## config.mk

```make
export PLATFORM = sky130hd
export DESIGN_NAME = tbi_front
export DESIGN_NICKNAME = d
export VERILOG_FILES = /design/src/rtl/core/tbi_pkg.sv /design/src/rtl/core/tbi_front.sv
export SDC_FILE = /design/constraint.sdc
export NUM_CORES = 1
export LEC_CHECK = 0
export ABC_AREA = 1
export BUFFER_PORTS_ARGS = -buffer_cell sky130_fd_sc_hd__buf_4
export CAP_MARGIN = 20
export CORE_UTILIZATION = 25
export CTS_BUF_LIST = sky130_fd_sc_hd__clkbuf_8 sky130_fd_sc_hd__clkbuf_16
export DETAILED_ROUTE_END_ITERATION = 16
export SYNTH_ARGS = -nofsm -noshare
export SYNTH_HDL_FRONTEND = slang
export SYNTH_SLANG_ARGS = --single-unit
export TNS_END_PERCENT = 30
```

## constraint.sdc

```tcl
create_clock -name clk -period 11.1 [get_ports clk]
set_input_delay 2.22 -clock clk [delete_from_list [all_inputs] [get_ports clk]]
set_output_delay 2.22 -clock clk [all_outputs]
set_load 0.01 [all_outputs]
```

## src/rtl/core/tbi_pkg.sv

```systemverilog
// Shared types, widths and saturation helpers for the barycentric interpolator.
// No dependencies; every other file in rtl/core imports this package.
package tbi_pkg;

	localparam int COORD_BITS = 16;
	localparam int FRAC_BITS  = 16;
	localparam int GUARD      = 14;
	localparam int VAL_W      = 32;
	localparam int EDGE_W     = COORD_BITS + 1;
	localparam int PROD_W     = 2 * EDGE_W;
	localparam int DET_W      = PROD_W + 1;
	localparam int COEF_W     = 48;
	localparam int DIVD_W     = EDGE_W + FRAC_BITS + GUARD;
	localparam int CNT_W      = $clog2(DIVD_W);
	localparam int QDEPTH     = 4;
	localparam int QAW        = $clog2(QDEPTH);

	typedef enum logic {
		OP_SETUP = 1'b0,
		OP_PIXEL = 1'b1
	} op_t;

	typedef enum logic [2:0] {
		SU_IDLE,
		SU_MUL,
		SU_DET,
		SU_DIV,
		SU_DONE
	} su_state_t;

	typedef logic signed [COEF_W-1:0] coef_t;

	typedef struct packed {
		op_t                     op;
		logic signed [COORD_BITS-1:0] ax;
		logic signed [COORD_BITS-1:0] ay;
		logic signed [COORD_BITS-1:0] bx;
		logic signed [COORD_BITS-1:0] by;
		logic signed [COORD_BITS-1:0] cx;
		logic signed [COORD_BITS-1:0] cy;
		logic signed [COORD_BITS-1:0] px;
		logic signed [COORD_BITS-1:0] py;
		logic signed [VAL_W-1:0] val_a;
		logic signed [VAL_W-1:0] val_b;
		logic signed [VAL_W-1:0] val_c;
	} item_t;

	typedef struct packed {
		logic busy;
		logic done;
	} su_stat_t;

	typedef struct packed {
		logic                    valid;
		logic signed [VAL_W-1:0] wa;
		logic signed [VAL_W-1:0] wb;
		logic signed [VAL_W-1:0] wc;
		logic                    in_tri;
		logic signed [VAL_W-1:0] iv;
	} pix_res_t;

	function automatic logic signed [63:0] sat64(input logic signed [64:0] v);
		logic signed [63:0] r;
		if (v[64] != v[63])
			r = v[64] ? {1'b1, 63'b0} : {1'b0, {63{1'b1}}};
		else
			r = v[63:0];
		return r;
	endfunction

	function automatic logic signed [31:0] sat32(input logic signed [63:0] v);
		logic signed [31:0] r;
		if (v[63:31] != {33{v[63]}})
			r = v[63] ? {1'b1, 31'b0} : {1'b0, {31{1'b1}}};
		else
			r = v[31:0];
		return r;
	endfunction

endpackage

```

## src/rtl/core/tbi_front.sv

```systemverilog
// Front end: takes input beats, already tagged setup or pixel, and queues them.
// Depends on tbi_pkg.
module tbi_front (
	input  logic          clk,
	input  logic          arst_n,
	input  logic          in_valid,
	output logic          in_ready,
	input  tbi_pkg::item_t in_item,
	output logic          q_valid,
	output tbi_pkg::item_t q_item,
	input  logic          q_pop
);
	import tbi_pkg::*;

	item_t          mem_q [QDEPTH];
	logic [QAW-1:0] wr_q;
	logic [QAW-1:0] rd_q;
	logic [QAW:0]   cnt_q;
	logic           push;
	logic           pop;

	assign in_ready = (cnt_q != (QAW+1)'(QDEPTH));
	assign push     = in_valid && in_ready;
	assign q_valid  = (cnt_q != '0);
	assign pop      = q_pop && q_valid;
	assign q_item   = mem_q[rd_q];

	always_ff @(posedge clk or negedge arst_n) begin
		if (!arst_n) begin
			wr_q  <= '0;
			rd_q  <= '0;
			cnt_q <= '0;
		end else begin
			if (push)
				wr_q <= wr_q + 1'b1;
			if (pop)
				rd_q <= rd_q + 1'b1;
			if (push && !pop)
				cnt_q <= cnt_q + 1'b1;
			else if (pop && !push)
				cnt_q <= cnt_q - 1'b1;
		end
	end

	// the op tag arrives already classified from the opcode bit
	always_ff @(posedge clk) begin
		if (push)
			mem_q[wr_q] <= in_item;
	end

endmodule

```

# After elaboration in Yosys (flattened, before gate mapping)
# Memories as Yosys holds them, arrays and structs flattened.
# Cells that the tools add are included.
[word_totals] reg_bits=7 ram_bits=900 input_bits=229 n_memories=1
[classes] addsub=4 n_eq_ne=1 mux=4 reduce_logical=8
[mem_list] memory="mem_q" words=4 word_bits=225 read_ports=1 rd_ports_with_merged_regs=0 wr=1 line="tbi_front.sv:15" source="item_t mem_q [QDEPTH];"
[ops] cell="$mux W3" count=2
[ops] cell="$add A2 B1 Y2 const B" count=2
[ops] cell="$logic_and A1 B1 Y1" count=4
[ops] cell="$add A3 B1 Y3 const B" count=1
[ops] cell="$ne A3 B3 Y1 const B" count=1
[ops] cell="$reduce_bool A3 Y1" count=1
[ops] cell="$sub A3 B1 Y3 const B" count=1
[ops] cell="$logic_not A1 Y1" count=2
[ops] cell="$mux W1" count=2
[ops] cell="$reduce_bool A2 Y1" count=1

# Logic depth before layout (Yosys ltp)
# Gate-level depths: netlist of the first run.
[logic_depth] ltp_word=6 ltp_mapped=12

# Worst setup path after synthesis of the first run
# OpenSTA, ideal clock, no wires.
[synth_path] kind="input -> register" start="input in_valid" end="memory mem_q[0][0] (netlist bit), enable pin" arrival_ns=11.693 path_slack_ns=-1.409 path_stages=2 path_cell_list="nand2_1 nor2_1"
[synth_between] elab_chain_len=3
[synth_lines] element="from (decl)" line="tbi_front.sv:6" source="input logic in_valid,"
[synth_lines] element="$logic_and A1 B1 Y1" line="tbi_front.sv:23" source="assign push = in_valid && in_ready;"
[synth_lines] element="$mux W1" line="tbi_front.sv:47" source="if (push)"
[synth_lines] element="$mux W1 (implied by the code)" line="tbi_front.sv:48" source="mem_q[wr_q] <= in_item;"
[synth_lines] element="to (decl)" line="tbi_front.sv:15"
# No other way between the ends.

==> results of run 1 <==
[report_power, final]
part           switching (mW)  total (mW)  internal (mW)
registers               0.164        4.67           4.50
logic                    2.64        4.14           1.49
clock network            1.32        3.10           1.79
[logic make-up after synthesis]
group | after synthesis | synth area share
DFF | 907 | 0.752
and+or+nand+nor | 704 | 0.0734
buffers and inverters | 614 | 0.0783
AOI/OAI and AO/OA | 451 | 0.0936
adders and majority gates | 6 | 0.00228
xor gates and xnor gates | 1 | 0.000242
[cell usage after synthesis]
library cell / n / area, µm²
buf_1: 1 / 3.75
buf_2: 68 / 340
buf_4: 9 / 67.6
buf_6: 54 / 608
clkbuf_1: 16 / 60.1
dfrtp_1: 7 / 175
edfxtp_1: 900 / 27000
fa_1: 1 / 20.0
ha_1: 5 / 62.6
inv_1: 464 / 1740
inv_2: 1 / 3.75
inv_4: 1 / 6.26
nand2_1: 692 / 2600
nand3_1: 7 / 35.0
nand4_1: 1 / 6.26
nor2_1: 4 / 15.0
o211ai_1: 450 / 3380
o21ai_0: 1 / 5.00
xnor2_1: 1 / 8.76
[layout make-up]
cell class,instances,area [µm²]
Antenna cell,1,2.50
Clock inverter,80,651
Tap cell,1903,2380
Clock buffer,96,2400
Inverter,466,1770
Multi-Input combinational cell,1162,6160
Fill cell,14300,99200
Timing Repair Buffer,481,3690
Sequential cell,907,27200
[worst paths after layout]
path / to / slack [ps] / cells past startpoint
max in group asynchronous: rd_q[1]$_DFFE_PN0P_ / 9630 / 1
max: q_item[102] / 5090 / 7
min: cnt_q[2]$_DFFE_PN0P_ / 520 / 2
max reg2reg: mem_q[0][112]$_DFFE_PP_ / 7470 / 7
min reg2reg: cnt_q[2]$_DFFE_PN0P_ / 520 / 2
min in group asynchronous: wr_q[1]$_DFFE_PN0P_ / 1320 / 1
[worst max-delay path, delay by kind of cell (launching register included)]
kind,cells,cell delay [ps]
buffers and inverters,4,1770
AND/OR/NAND/NOR,2,220
AO/OA/AOI/OAI,1,160
flip-flops,1,500
[flip-flops by register name, indices dropped and copies added, names as in the netlist]
name,count
rd_q,2
wr_q,2
mem_q,900
cnt_q,3
[stage by stage]
stage          hold slack, ps  total power [mW]   TNS, ps  cell area, µm²  utilization
4_1_cts                   515              12.1         0           44300        0.308
2_1_floorplan             463              7.45  -1268070           36200            -
3_5_place_dp              498              8.97         0           41200        0.287
5_1_grt                   546              12.6         0           44300        0.308
3_3_place_gp              496              8.93         0           41200        0.287
6_report                  517              11.9         0           44300        0.308
[per-layer routing]
metal	up-vias	wire [µm]	global-route usage
met5	-	110	0
met2	514	39000	0.178
met1	9988	34200	0.136
met3	119	6790	0.0391
met4	16	1800	0.0370
li1	10300	-	-
==> metrics.cfg, run 1 <==
[cts]
cts_resized = 0
worst_skew_pair.late_latency_ps = 700
ctsHtreeMaxLevel = 3
cts.sink_count = 907
clockBufferDepth = 3
clk_pin_slew_ps = 60
cts.hold.buffers_added = 0
numCtsBuffers = 96
cts_tree = done
clock_tree.root_cell = clkbuf_16
cts_setup_buffers = 0

[placed_design]
placedCellCount = 4919
io_buffers = 455
pre_cts_ws_ps = 5760
gp_congestion = 0.784
post-dp-hpwl_um = 49600

[detailed_routing]
drc = 0
ant_nets = 0
via_count = 20900
totalWireLength_um = 81900
initialDrtViolationCount = 1111
firstDrtPassIters = 5
vias_per_cell = 4.10
drt-wirelength-per-cell_um = 16.1

[worst_setup_path]
cp_slowest_stage_delay_ps = 640
worstPathMaxFanout = 246
crit_chain = inv_16 -> buf_4 -> buf_12 -> nand2_1 -> o211ai_1 -> nand2_1 -> buf_4
startpoint_type = register
critPathKind = register to output port
critical_path_required_ps = 8880
rr_startpoint = cnt_q[0]$_DFFE_PN0P_
endpoint_kind = output port
critPathSlowestCell = buf_12
worstSetupStartpoint = rd_q[0]$_DFFE_PN0P_
worstPathArrival_ps = 3790

[synthesis]
syn_inst = 2683
syn-cell-area_mm2 = 0.0362
ys_types = 19
syn_avg_cell_area_um2 = 13.5
syn-num-nets = 2918
ys_ff_latch = 907
seq_area_frac_synth = 0.752
ys_warn_count = 0

[sta]
max_freq_mhz = 166
fin_ws_ps = 5090
finClkSkew_ps = 21.9
max_slew_margin = 0.228
period_share = 0.542
rsz0062_at_grt = false
hold_violations = 0
period_needed_ps = 6010
setup_viol = 0
worst_pin_slew_ps = 1160
drv_slew = 0

[global_routing]
grt_util_all_layers = 0.110
grt_pass1_vias = 19900
grt_pass1_wl_um = 122000
grt_max_degree = 247
grt_remaining_overflow = 0
antenna_found_initial = 10

[run]
maxCapViolations = 0

[final_layout]
drive_above_1_share = 0.195
final_cell_mix = edfxtp_1, nand2_1, inv_1, buf_4, o211ai_1
final_common_cell = edfxtp_1
finalNetCount = 3349
areaGrowthSynthToFinish_pct = 22.4
finalNonFillerCells = 5096

[floorplanning]
die_x_um = 382
coreArea_mm2 = 0.143
rows = 139
start_util = 0.252
ios = 456
die_area_mm2 = 0.146
die_y_um = 382

[status]
status = finished, final reports clean

[pwr]
cellLeakagePower_nw = 17.3
p_per_area_mw_per_mm2 = 269
ir_worst_vdd_uv = 247

[worst_hold_path]
worstHoldStart = cnt_q[2]$_DFFE_PN0P_
hp-class = register to register

Note: power is estimated with default switching activity, not from simulation.
==> run 2: changes to the inputs <==
Clock period 11.1 ns to 6.2 ns, I/O delays scaled along.
==> run 2 against run 1 <==
Worst setup slack lost 3300 ps. Die area is the same. Global-route usage is 0.13 points higher. Core utilization increased by 0.12 points. Clock power is 80% higher. Critical path depth decreased by 1. Sequential power is 78% higher. Clock skew increased by 17 ps. Final cell count increased by 0.22%. Worst hold slack worse by 150 ps. Register-to-register slack worse by 4200 ps.
==> metrics.cfg, run 2 (same netlist as run 1, synthesis figures left out) <==
[cts]
clk_pin_slew_ps = 60  ; about the same
ctsHtreeMaxLevel = 3  ; unchanged
cts_tree = done
cts_resized = 0  ; unchanged
clockBufferDepth = 3  ; unchanged
cts_setup_buffers = 0  ; unchanged
clock_tree.root_cell = clkbuf_16
numCtsBuffers = 98  ; +2.1%
worst_skew_pair.late_latency_ps = 720  ; +20 ps
cts.sink_count = 907  ; unchanged
cts.hold.buffers_added = 0  ; unchanged

[sta]
max_freq_mhz = 226
fin_ws_ps = 1780  ; -3310 ps
period_needed_ps = 4420
setup_viol = 0  ; unchanged
period_share = 0.713
worst_pin_slew_ps = 1070  ; -88.1 ps
rsz0062_at_grt = false
whs_ps = 366  ; -151 ps
hold_violations = 0  ; unchanged
drv_slew = 0  ; unchanged
finClkSkew_ps = 38.9  ; +16.9 ps
max_slew_margin = 0.287  ; +0.0587

[final_layout]
top_regs = mem_q (900), cnt_q (3)
final_cell_mix = edfxtp_1, nand2_1, inv_1, buf_4, o211ai_1
top_register = mem_q
finalNonFillerCells = 5107  ; +0.22%
largest_register_ffs = 900  ; unchanged
fillCellCount = 14200  ; -0.69%
final_common_cell = edfxtp_1
areaGrowthSynthToFinish_pct = 22.9
drive_above_1_share = 0.196  ; +0.00121
finalNetCount = 3358  ; +0.27%
utilization = 0.310  ; +0.00121

[floorplanning]
ios = 456  ; unchanged
die_y_um = 382  ; unchanged
coreArea_mm2 = 0.143  ; unchanged
die_x_um = 382  ; unchanged
die_area_mm2 = 0.146  ; unchanged
start_util = 0.252  ; unchanged
rows = 139  ; unchanged

[detailed_routing]
vias_per_cell = 4.11  ; +0.20%
totalWireLength_um = 82900  ; +1.2%
drt-wirelength-per-cell_um = 16.2  ; +0.97%
via_count = 21000  ; +0.42%
ant_nets = 0  ; unchanged
firstDrtPassIters = 5  ; unchanged
drc = 0  ; unchanged
initialDrtViolationCount = 1147  ; +3.2%

[global_routing]
grt_max_degree = 214  ; -13%
antenna_found_initial = 7  ; -3
grtUsageMet3 = 0.0371  ; -0.00203
grt.met2_usage = 0.181  ; +0.00319
grt_pass1_wl_um = 124000  ; +1.1%
grtUsageMet1 = 0.138  ; +0.00244
grt_util_all_layers = 0.111  ; +0.00130
grt_pass1_vias = 20400  ; +2.1%
grt_busiest_layer = met2
grt_remaining_overflow = 0  ; unchanged

[placed_design]
pre_cts_ws_ps = 2490  ; -3270 ps
placedCellCount = 4926  ; +0.14%
gp_congestion = 0.762  ; -2.8%
post-dp-hpwl_um = 50200  ; +1.2%
io_buffers = 455  ; unchanged

[worst_setup_path]
cp_slowest_stage_delay_ps = 750  ; +110 ps
critPathSlowestCell = buf_4
critical_path.top_delay_family = buffers and inverters
startpoint_type = register
worstPathArrival_ps = 3180  ; -610 ps
path_buf_inv = 3  ; -1
critical_path_required_ps = 4960  ; -3920 ps
endpoint_kind = output port
worstPathMaxFanout = 213  ; -13%
crit_chain = inv_16 -> buf_4 -> nand2_1 -> o211ai_1 -> nand2_1 -> buf_4
critPathKind = register to output port

[pwr]
p_per_area_mw_per_mm2 = 481  ; +79%
total_power_mw = 21.4  ; +80%
cellLeakagePower_nw = 17.4  ; +0.28%
ir_worst_vdd_uv = 396  ; +60%

[status]
status = finished, final reports clean

[worst_hold_path]
hp-class = primary input to asynchronous set/reset pin

[run]
maxCapViolations = 0  ; unchanged

run 2: changes by cell type in the layout (fill, tap and decap cells not counted), sizes merged:
cell    change
bufinv      -2
clkinv      +7
buf         +7
inv         -4
clkbuf      +3
run 2: final cells by class:
class / instances / area, µm² / share of cell area
diodes: 1 / 2.50 / 0.0000563
repair buffers: 488 / 3780 / 0.0850
inverters: 466 / 1770 / 0.0399
flip-flops and latches: 907 / 27200 / 0.612
well taps: 1903 / 2380 / 0.0536
multi-input cells: 1162 / 6160 / 0.139
clock buffers: 99 / 2480 / 0.0558
clock inverters: 81 / 659 / 0.0148
run 2: path summary, 6_finish.rpt:
kind                       cells past startpoint  slack [ps]                     end                 start
setup reg to reg                               6        3290  mem_q[3][89]$_DFFE_PP_  cnt_q[0]$_DFFE_PN0P_
hold / removal                                 1         370    cnt_q[0]$_DFFE_PN0P_                arst_n
hold reg to reg                                2         510    cnt_q[2]$_DFFE_PN0P_  cnt_q[2]$_DFFE_PN0P_
max in group asynchronous                      1        5690     rd_q[1]$_DFFE_PN0P_                arst_n
min in group clk                               2         510    cnt_q[2]$_DFFE_PN0P_  cnt_q[2]$_DFFE_PN0P_
setup / recovery                               6        1780             q_item[164]   rd_q[0]$_DFFE_PN0P_
run 2: worst reg2reg max path: stages, from the launching register on:
cell and delay [ps]:
dfrtp_1 410, inv_1 70, nand3_1 190, nand2_1 320, nor2_4 350, buf_4 480, buf_4 660
run 2: metrics by stage:
step / cell area (µm²) / TNS [ps]
floorplan: 36200 / -1399720
global placement: 41300 / 0
detailed placement: 41300 / 0
CTS: 44400 / 0
global route: 44400 / 0
finish: 44400 / 0
run 2: report_power, final:
group | leakage [nW] | internal (mW) | switching, mW | total (mW)
registers | 8.33 | 8.05 | 0.278 | 8.33
logic | 7.42 | 2.70 | 4.77 | 7.47
clock network | 1.60 | 3.21 | 2.38 | 5.59
total | 17.4 | 14.0 | 7.43 | 21.4
run 2: layer usage:
layer,wire (µm),share of wire,vias up
li1,-,-,10300
met1,35500,0.43,10100
met2,38900,0.47,484
met3,6580,0.079,111
met4,1790,0.022,14
met5,94,0.0011,-
==> run 3: changes to the inputs <==
Settings changed: ABC_AREA 1 to 0.
Clock period 6.2 ns to 3.84 ns, I/O delays scaled along.
==> run 3 against run 2 <==
Sequential cell count is the same. First-iteration DRC count shrank 3.7%. Via count shrank 29%. Global-route usage shrank 0.089 points. Largest cell class unchanged. Largest power group unchanged. Highest routed layer unchanged.
==> metrics.cfg, run 3 <==
[sta]
rsz0062_at_grt = false
finClkSkew_ps = 24.0  ; -14.9 ps
fin_ws_ps = 445  ; -1340 ps
tns_ps = 0  ; unchanged
hold_violations = 0  ; unchanged
max_slew_margin = 0.385  ; +0.0978
worst_pin_slew_ps = 923  ; -147 ps
max_freq_mhz = 295
drv_slew = 0  ; unchanged
setup_viol = 0  ; unchanged
period_needed_ps = 3400
whs_ps = 256  ; -110 ps
period_share = 0.884

[detailed_routing]
drt-wirelength-per-cell_um = 20.4  ; +26%
drc = 0  ; unchanged
vias_per_cell = 4.12  ; +0.30%
totalWireLength_um = 73900  ; -11%
ant_nets = 0  ; unchanged
via_count = 14900  ; -29%
initialDrtViolationCount = 1105  ; -3.7%
firstDrtPassIters = 5  ; unchanged

[final_layout]
top_register = mem_q
final_cell_mix = edfxtp_1, buf_4, mux4_2, clkbuf_16
finalNetCount = 2030  ; -40%
utilization = 0.324  ; +0.0141
final_common_cell = edfxtp_1
fin_area_mm2 = 0.0420  ; -5.4%
top_regs = mem_q (900), cnt_q (3)
areaGrowthSynthToFinish_pct = 28.2
fillCellCount = 12300  ; -13%
drive_above_1_share = 0.480  ; +0.284
finalNonFillerCells = 3622  ; -29%
largest_register_ffs = 900  ; unchanged

[cts]
cts.sink_count = 907  ; unchanged
clk_pin_slew_ps = 70  ; about the same
cts_tree = done
clockBufferDepth = 3  ; unchanged
worst_skew_pair.late_latency_ps = 700  ; -20 ps
ctsHtreeMaxLevel = 3  ; unchanged
cts_resized = 0  ; unchanged
numCtsBuffers = 95  ; -3.1%
clock_tree.root_cell = clkbuf_16

[floorplanning]
coreArea_mm2 = 0.130  ; -9.5%
die_y_um = 364  ; -4.7%
die_area_mm2 = 0.133  ; -9.3%
ios = 456  ; unchanged
start_util = 0.253  ; +0.000616
rows = 132  ; -5.0%
die_x_um = 364  ; -4.7%

[synthesis]
ys_types = 20  ; +1
async_flop_share = 0.00772  ; unchanged
syn_inst = 1210  ; -55%
ys_warn_count = 0  ; unchanged
syn-cell-area_mm2 = 0.0328  ; -9.3%
syn_avg_cell_area_um2 = 27.1  ; +100%
yosys-top-cells-count = edfxtp_1, mux4_2, buf_2, buf_4, dfrtp_1
ys_ff_latch = 907  ; unchanged
yosys.area.top_type = edfxtp_1
synth_top_flop_cell = edfxtp_1
syn-num-nets = 1445  ; -50%
synth_top_area_share = 0.824  ; +0.0767
yosysMostFrequentCell = edfxtp_1
seq_area_frac_synth = 0.829  ; +0.0772
ys_top_cells_by_area = edfxtp_1, mux4_2, dfrtp_1, buf_2, buf_4
synth_edf_count = 900  ; unchanged

[placed_design]
placed_area_mm2 = 0.0391  ; -5.3%
post-dp-hpwl_um = 49200  ; -2.1%
pre_cts_ws_ps = 999  ; -1500 ps
placedCellCount = 3439  ; -30%
io_buffers = 455  ; unchanged
gp_congestion = 0.736  ; -3.4%

[worst_setup_path]
worstPathArrival_ps = 2630  ; -550 ps
ff2ff_setup_slack_ps = 1430  ; -1860 ps
startpoint_type = register
rr_startpoint = cnt_q[0]$_DFFE_PN0P_
critPathKind = register to output port
endpoint_kind = output port
worstRegToRegCells = 4  ; -2
worstPathMaxFanout = 26  ; -88%
worstReg2RegEnd = mem_q[0][118]$_DFFE_PP_
critical_path_required_ps = 3070  ; -1890 ps

[status]
status = finished, final reports clean

[global_routing]
grt_pass1_vias = 16300  ; -20%
grt_util_all_layers = 0.110  ; -0.000893
grt_pass1_wl_um = 107000  ; -13%
grt_remaining_overflow = 0  ; unchanged
grt_max_degree = 79  ; -63%
antenna_found_initial = 8  ; +1

[worst_hold_path]
worstHoldStart = in_item[18]
hold_depth = 1
whs_endpoint = mem_q[0][18]$_DFFE_PP_
hp-class = primary input to register

[run]
maxCapViolations = 0  ; unchanged

[pwr]
ir_worst_vdd_uv = 497  ; +26%
p_per_area_mw_per_mm2 = 778  ; +62%
total_power_mw = 32.7  ; +53%
cellLeakagePower_nw = 14.1  ; -19%

==> run 3: cell types whose count changed in the layout (fill, tap and decap cells not counted), sizes merged, moves of 3 or more <==
cell    delta
clkinv     -7
inv      -454
mux4     +225
bufinv     -4
nand2    -690
and2       +4
buf       +49
xnor2      +3
diode      +3
nand3      -6
o211ai   -450
==> run 3: logic make-up after synthesis <==
family / Yosys count / synth area share
DFF: 907 / 0.829
adders and majority gates: 6 / 0.00252
AOI/OAI and AO/OA: 1 / 0.000343
buffers and inverters: 53 / 0.00938
and+or+nand+nor: 10 / 0.00156
muxes: 227 / 0.155
xor gates and xnor gates: 6 / 0.00160
==> run 3: routing by layer <==
metal,wire [µm],track usage
met2,36700,0.182
met1,28500,0.130
met5,52,0
met3,6720,0.0447
met4,1850,0.0374
==> run 3: area by class of cell <==
type | instances | area, µm² | share of cell area
diodes | 4 | 10.0 | 0.000238
clock buffers | 97 | 2420 | 0.0575
clock inverters | 81 | 508 | 0.0121
inverters | 3 | 11.3 | 0.000268
multi-input cells | 250 | 5300 | 0.126
flip-flops and latches | 907 | 27200 | 0.647
well taps | 1742 | 2180 | 0.0519
repair buffers | 538 | 4400 | 0.105
==> run 3: timing repair <==
item | 4_1_cts | 5_1_grt
endpoints found under the hold margin | 7 | 0
setup buffers | 0 | 0
hold buffers | 1 | 0
==> run 3: worst max-delay path by stage <==
| stage | startpoint | end | slack [ps] |
|---|---|---|---|
| floorplan | in_valid | mem_q[0][0]$_DFFE_PP_ | -440 |
| global placement | in_valid | mem_q[0][176]$_DFFE_PP_ | 1030 |
| detailed placement | in_valid | mem_q[0][211]$_DFFE_PP_ | 1000 |
| CTS | rd_q[0]$_DFFE_PN0P_ | q_item[99] | 320 |
| global route | rd_q[0]$_DFFE_PN0P_ | q_item[160] | 260 |
| finish | rd_q[0]$_DFFE_PN0P_ | q_item[99] | 440 |
==> run 3: where the power goes <==
group	internal, mW	switching (mW)	total [mW]	leakage, nW
clock network	4.78	3.75	8.54	1.53
logic	5.23	5.37	10.6	4.26
registers	13.1	0.495	13.6	8.32
total	23.1	9.62	32.7	14.1
==> run 3: critical path: stages, from the launching register on <==
cell and delay, ps:
dfrtp_4 570, buf_12 260, buf_4 310, mux4_2 550, buf_4 160
